**config.mk**
```make
export PLATFORM = sky130hd
export DESIGN_NAME = sequential_list_engine_unit_flat
export DESIGN_NICKNAME = d
export VERILOG_FILES = /design/src/rtl/core/sle_pkg.sv /design/src/rtl/core/sle_if.sv /design/src/rtl/core/sle_store.sv /design/src/rtl/core/sle_ctrl.sv /design/src/rtl/core/sequential_list_engine_unit.sv /design/src/flat_wrapper.sv
export SDC_FILE = /design/constraint.sdc
export NUM_CORES = 1
export LEC_CHECK = 0
export ABC_AREA = 1
export BUFFER_PORTS_ARGS = -buffer_cell sky130_fd_sc_hd__buf_2
export CORE_MARGIN = 2
export CORE_UTILIZATION = 25
export DETAILED_ROUTE_END_ITERATION = 6
export PLACE_DENSITY = 0.5
export SLEW_MARGIN = 0
export SYNTH_ARGS = -nofsm -noshare
export SYNTH_HDL_FRONTEND = slang
export SYNTH_SLANG_ARGS = --single-unit
```
**constraint.sdc**
```tcl
create_clock -name clock -period 4.2 [get_ports clock]
set_input_delay 0.42 -clock clock [delete_from_list [all_inputs] [get_ports clock]]
set_output_delay 0.42 -clock clock [all_outputs]
set_load 0.02 [all_outputs]
```
**src/rtl/core/sle_pkg.sv**
```systemverilog
// ----------------------------------------------------------------------------
// sle_pkg
// Shared widths, operation codes, status codes and the response record
// of the sequential list engine.
// ----------------------------------------------------------------------------
package sle_pkg;

   localparam int FUNC_W       = 3;
   localparam int POS_W        = 5;
   localparam int VAL_W        = 8;
   localparam int STAT_W       = 2;
   localparam int CNT_OUT_W    = 5;
   localparam int CAPACITY_DEF = 16;

   localparam logic [FUNC_W-1:0] FN_APPEND = 3'd0;
   localparam logic [FUNC_W-1:0] FN_INSERT = 3'd1;
   localparam logic [FUNC_W-1:0] FN_DELETE = 3'd2;
   localparam logic [FUNC_W-1:0] FN_READ   = 3'd3;
   localparam logic [FUNC_W-1:0] FN_FIND   = 3'd4;

   typedef enum logic [STAT_W-1:0] {
      ST_OK       = 2'd0,
      ST_FULL     = 2'd1,
      ST_RANGE    = 2'd2,
      ST_NOTFOUND = 2'd3
   } status_type;

   typedef struct packed {
      status_type           status;
      logic [VAL_W-1:0]     read_value;
      logic [POS_W-1:0]     found_position;
      logic [CNT_OUT_W-1:0] count;
      logic                 is_empty;
   } rsp_type;

endpackage

```
**src/rtl/core/sle_if.sv**
```systemverilog
// ----------------------------------------------------------------------------
// sle_if
// Request and response channel interfaces, valid/ready handshake.
// ----------------------------------------------------------------------------
interface sle_req_if;
   logic                         valid;
   logic                         ready;
   logic [sle_pkg::FUNC_W-1:0]   func;
   logic [sle_pkg::POS_W-1:0]    position;
   logic [sle_pkg::VAL_W-1:0]    value;

   modport source (output valid, output func, output position, output value, input ready);
   modport sink   (input valid, input func, input position, input value, output ready);
endinterface

interface sle_rsp_if;
   logic                          valid;
   logic                          ready;
   logic [sle_pkg::STAT_W-1:0]    status;
   logic [sle_pkg::VAL_W-1:0]     read_value;
   logic [sle_pkg::POS_W-1:0]     found_position;
   logic [sle_pkg::CNT_OUT_W-1:0] count;
   logic                          is_empty;

   modport source (output valid, output status, output read_value, output found_position,
                   output count, output is_empty, input ready);
   modport sink   (input valid, input status, input read_value, input found_position,
                   input count, input is_empty, output ready);
endinterface

```
**src/rtl/core/sle_store.sv**
```systemverilog
// ----------------------------------------------------------------------------
// sle_store
// Element store: one write port, one read port, registered read data.
// ----------------------------------------------------------------------------
module sle_store #(
   parameter int DEPTH = sle_pkg::CAPACITY_DEF,
   parameter int AW    = $clog2(sle_pkg::CAPACITY_DEF)
) (
   input  logic                      clock,
   input  logic                      rd_en,
   input  logic [AW-1:0]             rd_addr,
   output logic [sle_pkg::VAL_W-1:0] rd_data,
   input  logic                      wr_en,
   input  logic [AW-1:0]             wr_addr,
   input  logic [sle_pkg::VAL_W-1:0] wr_data
);
   import sle_pkg::*;

   logic [VAL_W-1:0] store_ff [DEPTH];
   logic [VAL_W-1:0] rd_data_ff;

   always_ff @(posedge clock) begin
      if (wr_en) begin
         store_ff[wr_addr] <= wr_data;
      end
      if (rd_en) begin
         rd_data_ff <= store_ff[rd_addr];
      end
   end

   assign rd_data = rd_data_ff;

endmodule

```
**src/rtl/core/sle_ctrl.sv**
```systemverilog
// ----------------------------------------------------------------------------
// sle_ctrl
// Request sequencer: range checks, store walk for insert, delete, read and
// find, element count and response register.
// ----------------------------------------------------------------------------
module sle_ctrl #(
   parameter int CAPACITY = sle_pkg::CAPACITY_DEF,
   parameter int AW       = $clog2(sle_pkg::CAPACITY_DEF)
) (
   input  logic                       clock,
   input  logic                       reset,
   input  logic                       req_valid,
   output logic                       req_ready,
   input  logic [sle_pkg::FUNC_W-1:0] req_func,
   input  logic [sle_pkg::POS_W-1:0]  req_position,
   input  logic [sle_pkg::VAL_W-1:0]  req_value,
   output logic                       rsp_valid,
   input  logic                       rsp_ready,
   output sle_pkg::rsp_type           rsp_data,
   output logic                       mem_rd_en,
   output logic [AW-1:0]              mem_rd_addr,
   input  logic [sle_pkg::VAL_W-1:0]  mem_rd_data,
   output logic                       mem_wr_en,
   output logic [AW-1:0]              mem_wr_addr,
   output logic [sle_pkg::VAL_W-1:0]  mem_wr_data
);
   import sle_pkg::*;

   localparam int CW = $clog2(CAPACITY + 1);
   localparam int XW = ((CW > POS_W) ? CW : POS_W) + 1;
   localparam logic [XW-1:0] CAP_X = XW'(CAPACITY);

   typedef enum logic [2:0] {
      S_IDLE = 3'b001,
      S_WALK = 3'b010,
      S_DONE = 3'b100
   } state_type;

   state_type         state_ff, state_in;
   logic [FUNC_W-1:0] op_ff, op_in;
   logic [VAL_W-1:0]  val_ff, val_in;
   logic [AW-1:0]     fin_addr_ff, fin_addr_in;
   logic [AW-1:0]     ptr_ff, ptr_in;
   logic [CW-1:0]     left_ff, left_in;
   logic              pend_ff, pend_in;
   logic [AW-1:0]     paddr_ff, paddr_in;
   logic [CW-1:0]     count_ff, count_in;
   rsp_type           res_ff, res_in;
   rsp_type           out_ff, out_in;
   logic              out_valid_ff, out_valid_in;

   logic [XW-1:0]     pos_x, cnt_x, pos_m1, fpos_x;
   logic              full, ins_ok, idx_ok, finish;

   function automatic rsp_type mk_rsp(status_type st, logic [VAL_W-1:0] rd,
                                      logic [POS_W-1:0] fp, logic [CW-1:0] cnt);
      rsp_type r;
      logic [XW-1:0] cx;
      cx               = XW'(cnt);
      r.status         = st;
      r.read_value     = rd;
      r.found_position = fp;
      r.count          = cx[CNT_OUT_W-1:0];
      r.is_empty       = (cnt == '0);
      return r;
   endfunction

   assign pos_x  = XW'(req_position);
   assign cnt_x  = XW'(count_ff);
   assign pos_m1 = pos_x - 1'b1;
   assign full   = (cnt_x >= CAP_X);
   assign ins_ok = (pos_x != '0) && (pos_x <= cnt_x + 1'b1);
   assign idx_ok = (pos_x != '0) && (pos_x <= cnt_x);
   assign fpos_x = XW'(paddr_ff) + 1'b1;

   always_comb begin
      state_in     = state_ff;
      op_in        = op_ff;
      val_in       = val_ff;
      fin_addr_in  = fin_addr_ff;
      ptr_in       = ptr_ff;
      left_in      = left_ff;
      pend_in      = pend_ff;
      paddr_in     = paddr_ff;
      count_in     = count_ff;
      res_in       = res_ff;
      out_in       = out_ff;
      out_valid_in = out_valid_ff & ~rsp_ready;
      req_ready    = 1'b0;
      mem_rd_en    = 1'b0;
      mem_rd_addr  = ptr_ff;
      mem_wr_en    = 1'b0;
      mem_wr_addr  = fin_addr_ff;
      mem_wr_data  = val_ff;
      finish       = 1'b0;

      unique case (state_ff)
         S_IDLE: begin
            req_ready = 1'b1;
            if (req_valid) begin
               op_in       = req_func;
               val_in      = req_value;
               fin_addr_in = pos_m1[AW-1:0];
               pend_in     = 1'b0;
               state_in    = S_DONE;
               res_in      = mk_rsp(ST_OK, '0, '0, count_ff);
               unique case (req_func)
                  FN_APPEND: begin
                     if (full) begin
                        res_in = mk_rsp(ST_FULL, '0, '0, count_ff);
                     end else begin
                        mem_wr_en   = 1'b1;
                        mem_wr_addr = count_ff[AW-1:0];
                        mem_wr_data = req_value;
                        count_in    = count_ff + 1'b1;
                        res_in      = mk_rsp(ST_OK, '0, '0, CW'(count_ff + 1'b1));
                     end
                  end
                  FN_INSERT: begin
                     if (full) begin
                        res_in = mk_rsp(ST_FULL, '0, '0, count_ff);
                     end else if (!ins_ok) begin
                        res_in = mk_rsp(ST_RANGE, '0, '0, count_ff);
                     end else begin
                        state_in = S_WALK;
                        ptr_in   = AW'(cnt_x - 1'b1);
                        left_in  = CW'(cnt_x - pos_m1);
                     end
                  end
                  FN_DELETE: begin
                     if (!idx_ok) begin
                        res_in = mk_rsp(ST_RANGE, '0, '0, count_ff);
                     end else begin
                        state_in = S_WALK;
                        ptr_in   = pos_x[AW-1:0];
                        left_in  = CW'(cnt_x - pos_x);
                     end
                  end
                  FN_READ: begin
                     if (!idx_ok) begin
                        res_in = mk_rsp(ST_RANGE, '0, '0, count_ff);
                     end else begin
                        state_in = S_WALK;
                        ptr_in   = pos_m1[AW-1:0];
                        left_in  = CW'(1);
                     end
                  end
                  FN_FIND: begin
                     state_in = S_WALK;
                     ptr_in   = '0;
                     left_in  = count_ff;
                  end
                  default: begin
                  end
               endcase
            end
         end
         S_WALK: begin
            if (pend_ff) begin
               case (op_ff)
                  FN_INSERT: begin
                     mem_wr_en   = 1'b1;
                     mem_wr_addr = AW'(paddr_ff + 1'b1);
                     mem_wr_data = mem_rd_data;
                  end
                  FN_DELETE: begin
                     mem_wr_en   = 1'b1;
                     mem_wr_addr = AW'(paddr_ff - 1'b1);
                     mem_wr_data = mem_rd_data;
                  end
                  FN_READ: begin
                     finish = 1'b1;
                     res_in = mk_rsp(ST_OK, mem_rd_data, '0, count_ff);
                  end
                  FN_FIND: begin
                     if (mem_rd_data == val_ff) begin
                        finish = 1'b1;
                        res_in = mk_rsp(ST_OK, '0, fpos_x[POS_W-1:0], count_ff);
                     end
                  end
                  default: begin
                  end
               endcase
            end
            if (!finish && left_ff != '0) begin
               mem_rd_en   = 1'b1;
               mem_rd_addr = ptr_ff;
               paddr_in    = ptr_ff;
               pend_in     = 1'b1;
               left_in     = left_ff - 1'b1;
               ptr_in      = (op_ff == FN_INSERT) ? AW'(ptr_ff - 1'b1) : AW'(ptr_ff + 1'b1);
            end else begin
               pend_in = 1'b0;
            end
            if (finish) begin
               state_in = S_DONE;
            end else if (left_ff == '0 && !pend_ff) begin
               state_in = S_DONE;
               case (op_ff)
                  FN_INSERT: begin
                     // last shift is written; place the new element
                     mem_wr_en   = 1'b1;
                     mem_wr_addr = fin_addr_ff;
                     mem_wr_data = val_ff;
                     count_in    = count_ff + 1'b1;
                     res_in      = mk_rsp(ST_OK, '0, '0, CW'(count_ff + 1'b1));
                  end
                  FN_DELETE: begin
                     count_in = count_ff - 1'b1;
                     res_in   = mk_rsp(ST_OK, '0, '0, CW'(count_ff - 1'b1));
                  end
                  FN_FIND: begin
                     res_in = mk_rsp(ST_NOTFOUND, '0, '0, count_ff);
                  end
                  default: begin
                     res_in = mk_rsp(ST_OK, '0, '0, count_ff);
                  end
               endcase
            end
         end
         S_DONE: begin
            if (!out_valid_ff || rsp_ready) begin
               out_valid_in = 1'b1;
               out_in       = res_ff;
               state_in     = S_IDLE;
            end
         end
         default: begin
            state_in = S_IDLE;
         end
      endcase
   end

   always_ff @(posedge clock) begin
      if (reset) begin
         state_ff     <= S_IDLE;
         count_ff     <= '0;
         pend_ff      <= 1'b0;
         out_valid_ff <= 1'b0;
      end else begin
         state_ff     <= state_in;
         count_ff     <= count_in;
         pend_ff      <= pend_in;
         out_valid_ff <= out_valid_in;
      end
      op_ff       <= op_in;
      val_ff      <= val_in;
      fin_addr_ff <= fin_addr_in;
      ptr_ff      <= ptr_in;
      left_ff     <= left_in;
      paddr_ff    <= paddr_in;
      res_ff      <= res_in;
      out_ff      <= out_in;
   end

   assign rsp_valid = out_valid_ff;
   assign rsp_data  = out_ff;

`ifndef SYNTH
   a_count_bound: assert property (@(posedge clock) disable iff (reset)
      XW'(count_ff) <= CAP_X)
      else $error("element count above capacity");

   a_count_step: assert property (@(posedge clock) disable iff (reset)
      !$past(reset) |-> (count_ff == $past(count_ff)) ||
                        (count_ff == $past(count_ff) + 1'b1) ||
                        (count_ff == $past(count_ff) - 1'b1))
      else $error("element count moved by more than one");

   a_no_collide: assert property (@(posedge clock) disable iff (reset)
      (mem_rd_en && mem_wr_en) |-> (mem_rd_addr != mem_wr_addr))
      else $error("store read and write hit the same entry");

   a_pend_src: assert property (@(posedge clock) disable iff (reset)
      pend_ff |-> $past(mem_rd_en))
      else $error("pending read data without a read");
`endif

endmodule

```
**src/rtl/core/sequential_list_engine_unit.sv**
```systemverilog
// ----------------------------------------------------------------------------
// sequential_list_engine_unit
// Ordered byte list in a single-port-read, single-port-write store:
// append, insert, delete, read and find.
// ----------------------------------------------------------------------------
//  channel   dir   fields
//  req_chan  in    func, position, value
//  rsp_chan  out   status, read_value, found_position, count, is_empty
//
//  Append and rejected requests go from idle straight to the response
//  register; read, insert, delete and find first walk the store, which
//  moves one element per cycle through its one read and one write port.
//  Find stops at the first match and walks the whole list on a miss.
//  Reset clears the count; the store itself is not cleared.
//  A new request is taken while the previous response waits on rsp_chan.
module sequential_list_engine_unit #(
   parameter int CAPACITY = sle_pkg::CAPACITY_DEF
) (
   input logic   clock,
   input logic   reset,
   sle_req_if.sink   req_chan,
   sle_rsp_if.source rsp_chan
);
   import sle_pkg::*;

   localparam int AW = $clog2(CAPACITY);

   logic              mem_rd_en, mem_wr_en;
   logic [AW-1:0]     mem_rd_addr, mem_wr_addr;
   logic [VAL_W-1:0]  mem_rd_data, mem_wr_data;
   rsp_type           rsp_data;

   sle_ctrl #(
      .CAPACITY (CAPACITY),
      .AW       (AW)
   ) u_ctrl (
      .clock        (clock),
      .reset        (reset),
      .req_valid    (req_chan.valid),
      .req_ready    (req_chan.ready),
      .req_func     (req_chan.func),
      .req_position (req_chan.position),
      .req_value    (req_chan.value),
      .rsp_valid    (rsp_chan.valid),
      .rsp_ready    (rsp_chan.ready),
      .rsp_data     (rsp_data),
      .mem_rd_en    (mem_rd_en),
      .mem_rd_addr  (mem_rd_addr),
      .mem_rd_data  (mem_rd_data),
      .mem_wr_en    (mem_wr_en),
      .mem_wr_addr  (mem_wr_addr),
      .mem_wr_data  (mem_wr_data)
   );

   sle_store #(
      .DEPTH (CAPACITY),
      .AW    (AW)
   ) u_store (
      .clock   (clock),
      .rd_en   (mem_rd_en),
      .rd_addr (mem_rd_addr),
      .rd_data (mem_rd_data),
      .wr_en   (mem_wr_en),
      .wr_addr (mem_wr_addr),
      .wr_data (mem_wr_data)
   );

   assign rsp_chan.status         = rsp_data.status;
   assign rsp_chan.read_value     = rsp_data.read_value;
   assign rsp_chan.found_position = rsp_data.found_position;
   assign rsp_chan.count          = rsp_data.count;
   assign rsp_chan.is_empty       = rsp_data.is_empty;

endmodule
```
**src/flat_wrapper.sv**
```systemverilog
// flat-port wrapper written by rule: the top's interface ports become plain ports
module sequential_list_engine_unit_flat import sle_pkg::*;
#(
   parameter int CAPACITY = sle_pkg::CAPACITY_DEF
)
  (clock, reset, req_chan_valid, req_chan_func, req_chan_position, req_chan_value, req_chan_ready, rsp_chan_valid, rsp_chan_status, rsp_chan_read_value, rsp_chan_found_position, rsp_chan_count, rsp_chan_is_empty, rsp_chan_ready);
  sle_req_if req_chan_i ();
  sle_rsp_if rsp_chan_i ();
  input logic clock;
  input logic reset;
  input wire logic [$bits(req_chan_i.valid)-1:0] req_chan_valid;
  input wire logic [$bits(req_chan_i.func)-1:0] req_chan_func;
  input wire logic [$bits(req_chan_i.position)-1:0] req_chan_position;
  input wire logic [$bits(req_chan_i.value)-1:0] req_chan_value;
  output wire logic [$bits(req_chan_i.ready)-1:0] req_chan_ready;
  output wire logic [$bits(rsp_chan_i.valid)-1:0] rsp_chan_valid;
  output wire logic [$bits(rsp_chan_i.status)-1:0] rsp_chan_status;
  output wire logic [$bits(rsp_chan_i.read_value)-1:0] rsp_chan_read_value;
  output wire logic [$bits(rsp_chan_i.found_position)-1:0] rsp_chan_found_position;
  output wire logic [$bits(rsp_chan_i.count)-1:0] rsp_chan_count;
  output wire logic [$bits(rsp_chan_i.is_empty)-1:0] rsp_chan_is_empty;
  input wire logic [$bits(rsp_chan_i.ready)-1:0] rsp_chan_ready;
  assign req_chan_i.valid = req_chan_valid;
  assign req_chan_i.func = req_chan_func;
  assign req_chan_i.position = req_chan_position;
  assign req_chan_i.value = req_chan_value;
  assign req_chan_ready = req_chan_i.ready;
  assign rsp_chan_valid = rsp_chan_i.valid;
  assign rsp_chan_status = rsp_chan_i.status;
  assign rsp_chan_read_value = rsp_chan_i.read_value;
  assign rsp_chan_found_position = rsp_chan_i.found_position;
  assign rsp_chan_count = rsp_chan_i.count;
  assign rsp_chan_is_empty = rsp_chan_i.is_empty;
  assign rsp_chan_i.ready = rsp_chan_ready;
  sequential_list_engine_unit #(.CAPACITY(CAPACITY)) u_core (.clock(clock), .reset(reset), .req_chan(req_chan_i), .rsp_chan(rsp_chan_i));
endmodule
```
==> flow_summary_export.csv <==
group,metric,value,unit
global_route,grt_pass1_vias,7035,
floorplan,num_rows,75,
worst_setup_path,crit_start,"u_core.u_ctrl.count_ff[0]$_SDFFE_PP0P_",
global_route,antenna_found_initial,0,
sta,fmax,314,MHz
sta,final.setup.worst_slack,1.01,ns
clock_tree,cts_root_buffer,"clkbuf_16",
global_route,grt_max_degree,41,
global_route,track_usage,12.3,%
clock_tree,cts_tree,"done",
worst_hold_path,hold_class,"primary input to flip-flop",
logic_synthesis,async_flop_share,0,%
worst_setup_path,worstPathArrival,3.41,ns
logic_synthesis,avgSynthCellArea,10.9,sq um
sta,period_needed,3.19,ns
sta,finClkSkew,0.0118,ns
final_layout,drive_above_1_share,12.0,%
placed_design,pre_cts_ws,1.02,ns
status,status,"finished clean",
job,cap_viol_max_count,0,
sta,setup_viol,0,
final_layout,syn2layout_area_growth,15.2,%
final_layout,antenna_cells,0,
logic_synthesis,synth.area.top_cells,"edfxtp_1 59%, nand2_1 4.4%, inv_1 3.6%",
global_route,grt-ovfl-total,0,
worst_setup_path,critical_path.max_fanout,13,
worst_setup_path,worstSetupPathType,"flip-flop to flip-flop",
worst_setup_path,cp.required,4.43,ns
drt,drc,0,
clock_tree,post_cts_resized,0,
clock_tree,post-cts-setup-buffer-count,0,
clock_tree,hold_buffers,0,
final_layout,fill_cells,4312,
global_route,grt_pass1_wl,41800,um
clock_tree,max-clock-path-buffers,3,
pwr,power_leakage,4.54,nW
logic_synthesis,netlist_instances,966,
sta,fin_tns_setup,0,ns
floorplan,core,0.0419,sq mm
placed_design,io_buffers,42,
clock_tree,insertion_delay,0.53,ns
sta,period_share,75.8,%
floorplan,io-pin-count,43,
final_layout,multi_input_area,0.00359,sq mm
sta,worst_pin_slew,1.17,ns
drt,wl,27200,um
floorplan,start_util,25.2,%
final_layout,ff_latch_area,0.00639,sq mm
clock_tree,clk_pin_slew,0.06,ns
drt,drtIter0Drc,658,
drt,wire_per_inst,17.4,um
drt,first_pass_iters,5,
sta,rsz0062_at_grt,"false",
pwr,irDropWorstVdd,0.297,mV
pwr,power_density,666,mW/mm^2
clock_tree,cts_sinks,216,
floorplan,die_area,0.0439,sq mm
final_layout,utilization,29.1,%
sta,slew_viol_final,0,
logic_synthesis,synth_edf_count,206,
logic_synthesis,synth_top_cell_area_share,58.6,%
clock_tree,cts_made_buffers,23,
drt,vias,7271,
worst_setup_path,crit_path_end_kind,"flip-flop",
final_layout,final_common_cell,"edfxtp_1",
logic_synthesis,synth_seq_cells,216,
sta,hold_viol_final,0,
logic_synthesis,synth-warning-count,0,
logic_synthesis,ys.flop_type,"edfxtp_1",
placed_design,place.gp.congestion,0.857,
worst_hold_path,holdCritStartpoint,"req_chan_value[0]",
final_layout,finalInstanceArea,0.0122,sq mm
logic_synthesis,synthesis.area,0.0106,sq mm
placed_design,hpwl,18900,um
placed_design,dpl_cell_area,0.0114,sq mm
final_layout,layout_common_cells,"206 x edfxtp_1, 125 x nand2_1, 102 x inv_1",
floorplan,die_h,210,um
clock_tree,ctsHtreeMaxLevel,1,
logic_synthesis,synth_fp_nets,1016,
logic_synthesis,yosysSeqAreaShare,60.5,%
floorplan,die_w,210,um
drt,avgViaCountPerCell,4.65,
drt,ant_nets,0,
worst_setup_path,r2r-start,"u_core.u_ctrl.count_ff[0]$_SDFFE_PP0P_",
worst_setup_path,start_kind,"flip-flop",
final_layout,layout.nets,1058,
logic_synthesis,yosys.area.top_type,"edfxtp_1",
logic_synthesis,ys_types,47,
sta,slew_headroom,22.1,%
[stage by stage]
step | cells | power (mW) | hold slack, ns
after floorplan | 966 | 5.08 | 0.424
after global placement | 1522 | 6.07 | 0.436
after detailed placement | 1522 | 6.08 | 0.438
after CTS | 1564 | 8.19 | 0.0776
after global routing | 1564 | 8.60 | 0.0842
final | 1564 | 8.11 | 0.101
[routing by layer]
layer	share of wire, %	vias up	track usage (%)
li1	-	3542	-
met1	48	3495	17.1
met2	46	194	19.9
met3	4.6	40	1.83
met4	2.2	0	3.69
met5	0	-	0
[worst max-delay path, cell delays in order, from the launching register on]
cell and delay [ns]:
dfxtp_1 0.53, clkinv_1 0.42, ha_1 0.45, inv_1 0.20, ha_1 0.28, a21o_1 0.19, nand3_1 0.07, nand3_1 0.06
nand2_1 0.08, nand2_1 0.06, nand2_1 0.08, nand2_1 0.05, nand2_1 0.05, nand2_1 0.05, nor2_1 0.10, buf_4 0.20
[report_power, final]
group | total, mW | internal (mW) | switching (mW)
Clock | 2.09 | 1.25 | 0.839
Sequential | 3.26 | 3.01 | 0.249
Combinational | 2.76 | 0.813 | 1.94
[path summary, 6_finish.rpt]
| check | to | slack [ns] | cells after the start |
|---|---|---|---|
| setup / recovery | u_core.u_ctrl.left_ff[4]$_DFFE_PP_ | 1.01 | 15 |
| hold / removal | u_core.u_ctrl.val_ff[0]$_DFFE_PP_ | 0.10 | 1 |
| setup reg to reg | u_core.u_ctrl.left_ff[4]$_DFFE_PP_ | 1.01 | 15 |
| hold reg to reg | u_core.u_ctrl.rsp_data[4]$_DFFE_PP_ | 0.46 | 0 |
[cell type report]
cell class / count / area share [%]
repair buffers: 53 / 2.51
clock buffers: 26 / 4.82
well taps: 539 / 5.54
flip-flops and latches: 216 / 52.5
multi-input cells: 600 / 29.5
inverters: 114 / 3.56
clock inverters: 16 / 1.54
[cells in the mapped netlist (14+ instances only)]
library cell,n
edfxtp_1,206
nand2_1,125
inv_1,102
nor2_1,81
o21ai_0,74
a21oi_1,67
nand3_1,41
o211ai_1,36
mux2i_1,32
ha_1,26
clkbuf_1,21
a32oi_1,20
xnor2_1,14
[logic make-up after synthesis]
family                   Yosys count  synth area share (%)
multiplexers                      32                  3.03
adder cells (fa/ha/maj)           30                  3.84
AO/OA/AOI/OAI                    227                  13.1
flip-flops                       216                  60.5
AND/OR/NAND/NOR                  286                  11.9
XOR/XNOR                          25                  2.07
buffers and inverters            150                  5.59
[state kept, by name (all words and copies together) (netlist names), 4 cells and up]
name and cells:
u_core.u_store.store_ff 128, u_core.u_ctrl.res_ff 21, u_core.u_ctrl.rsp_data 21, u_core.u_ctrl.val_ff 8, u_core.u_store.rd_data 8, u_core.u_ctrl.count_ff 5, u_core.u_ctrl.left_ff 5, u_core.u_ctrl.fin_addr_ff 4
u_core.u_ctrl.paddr_ff 4, u_core.u_ctrl.ptr_ff 4
Power figures use the tool's default switching activity.
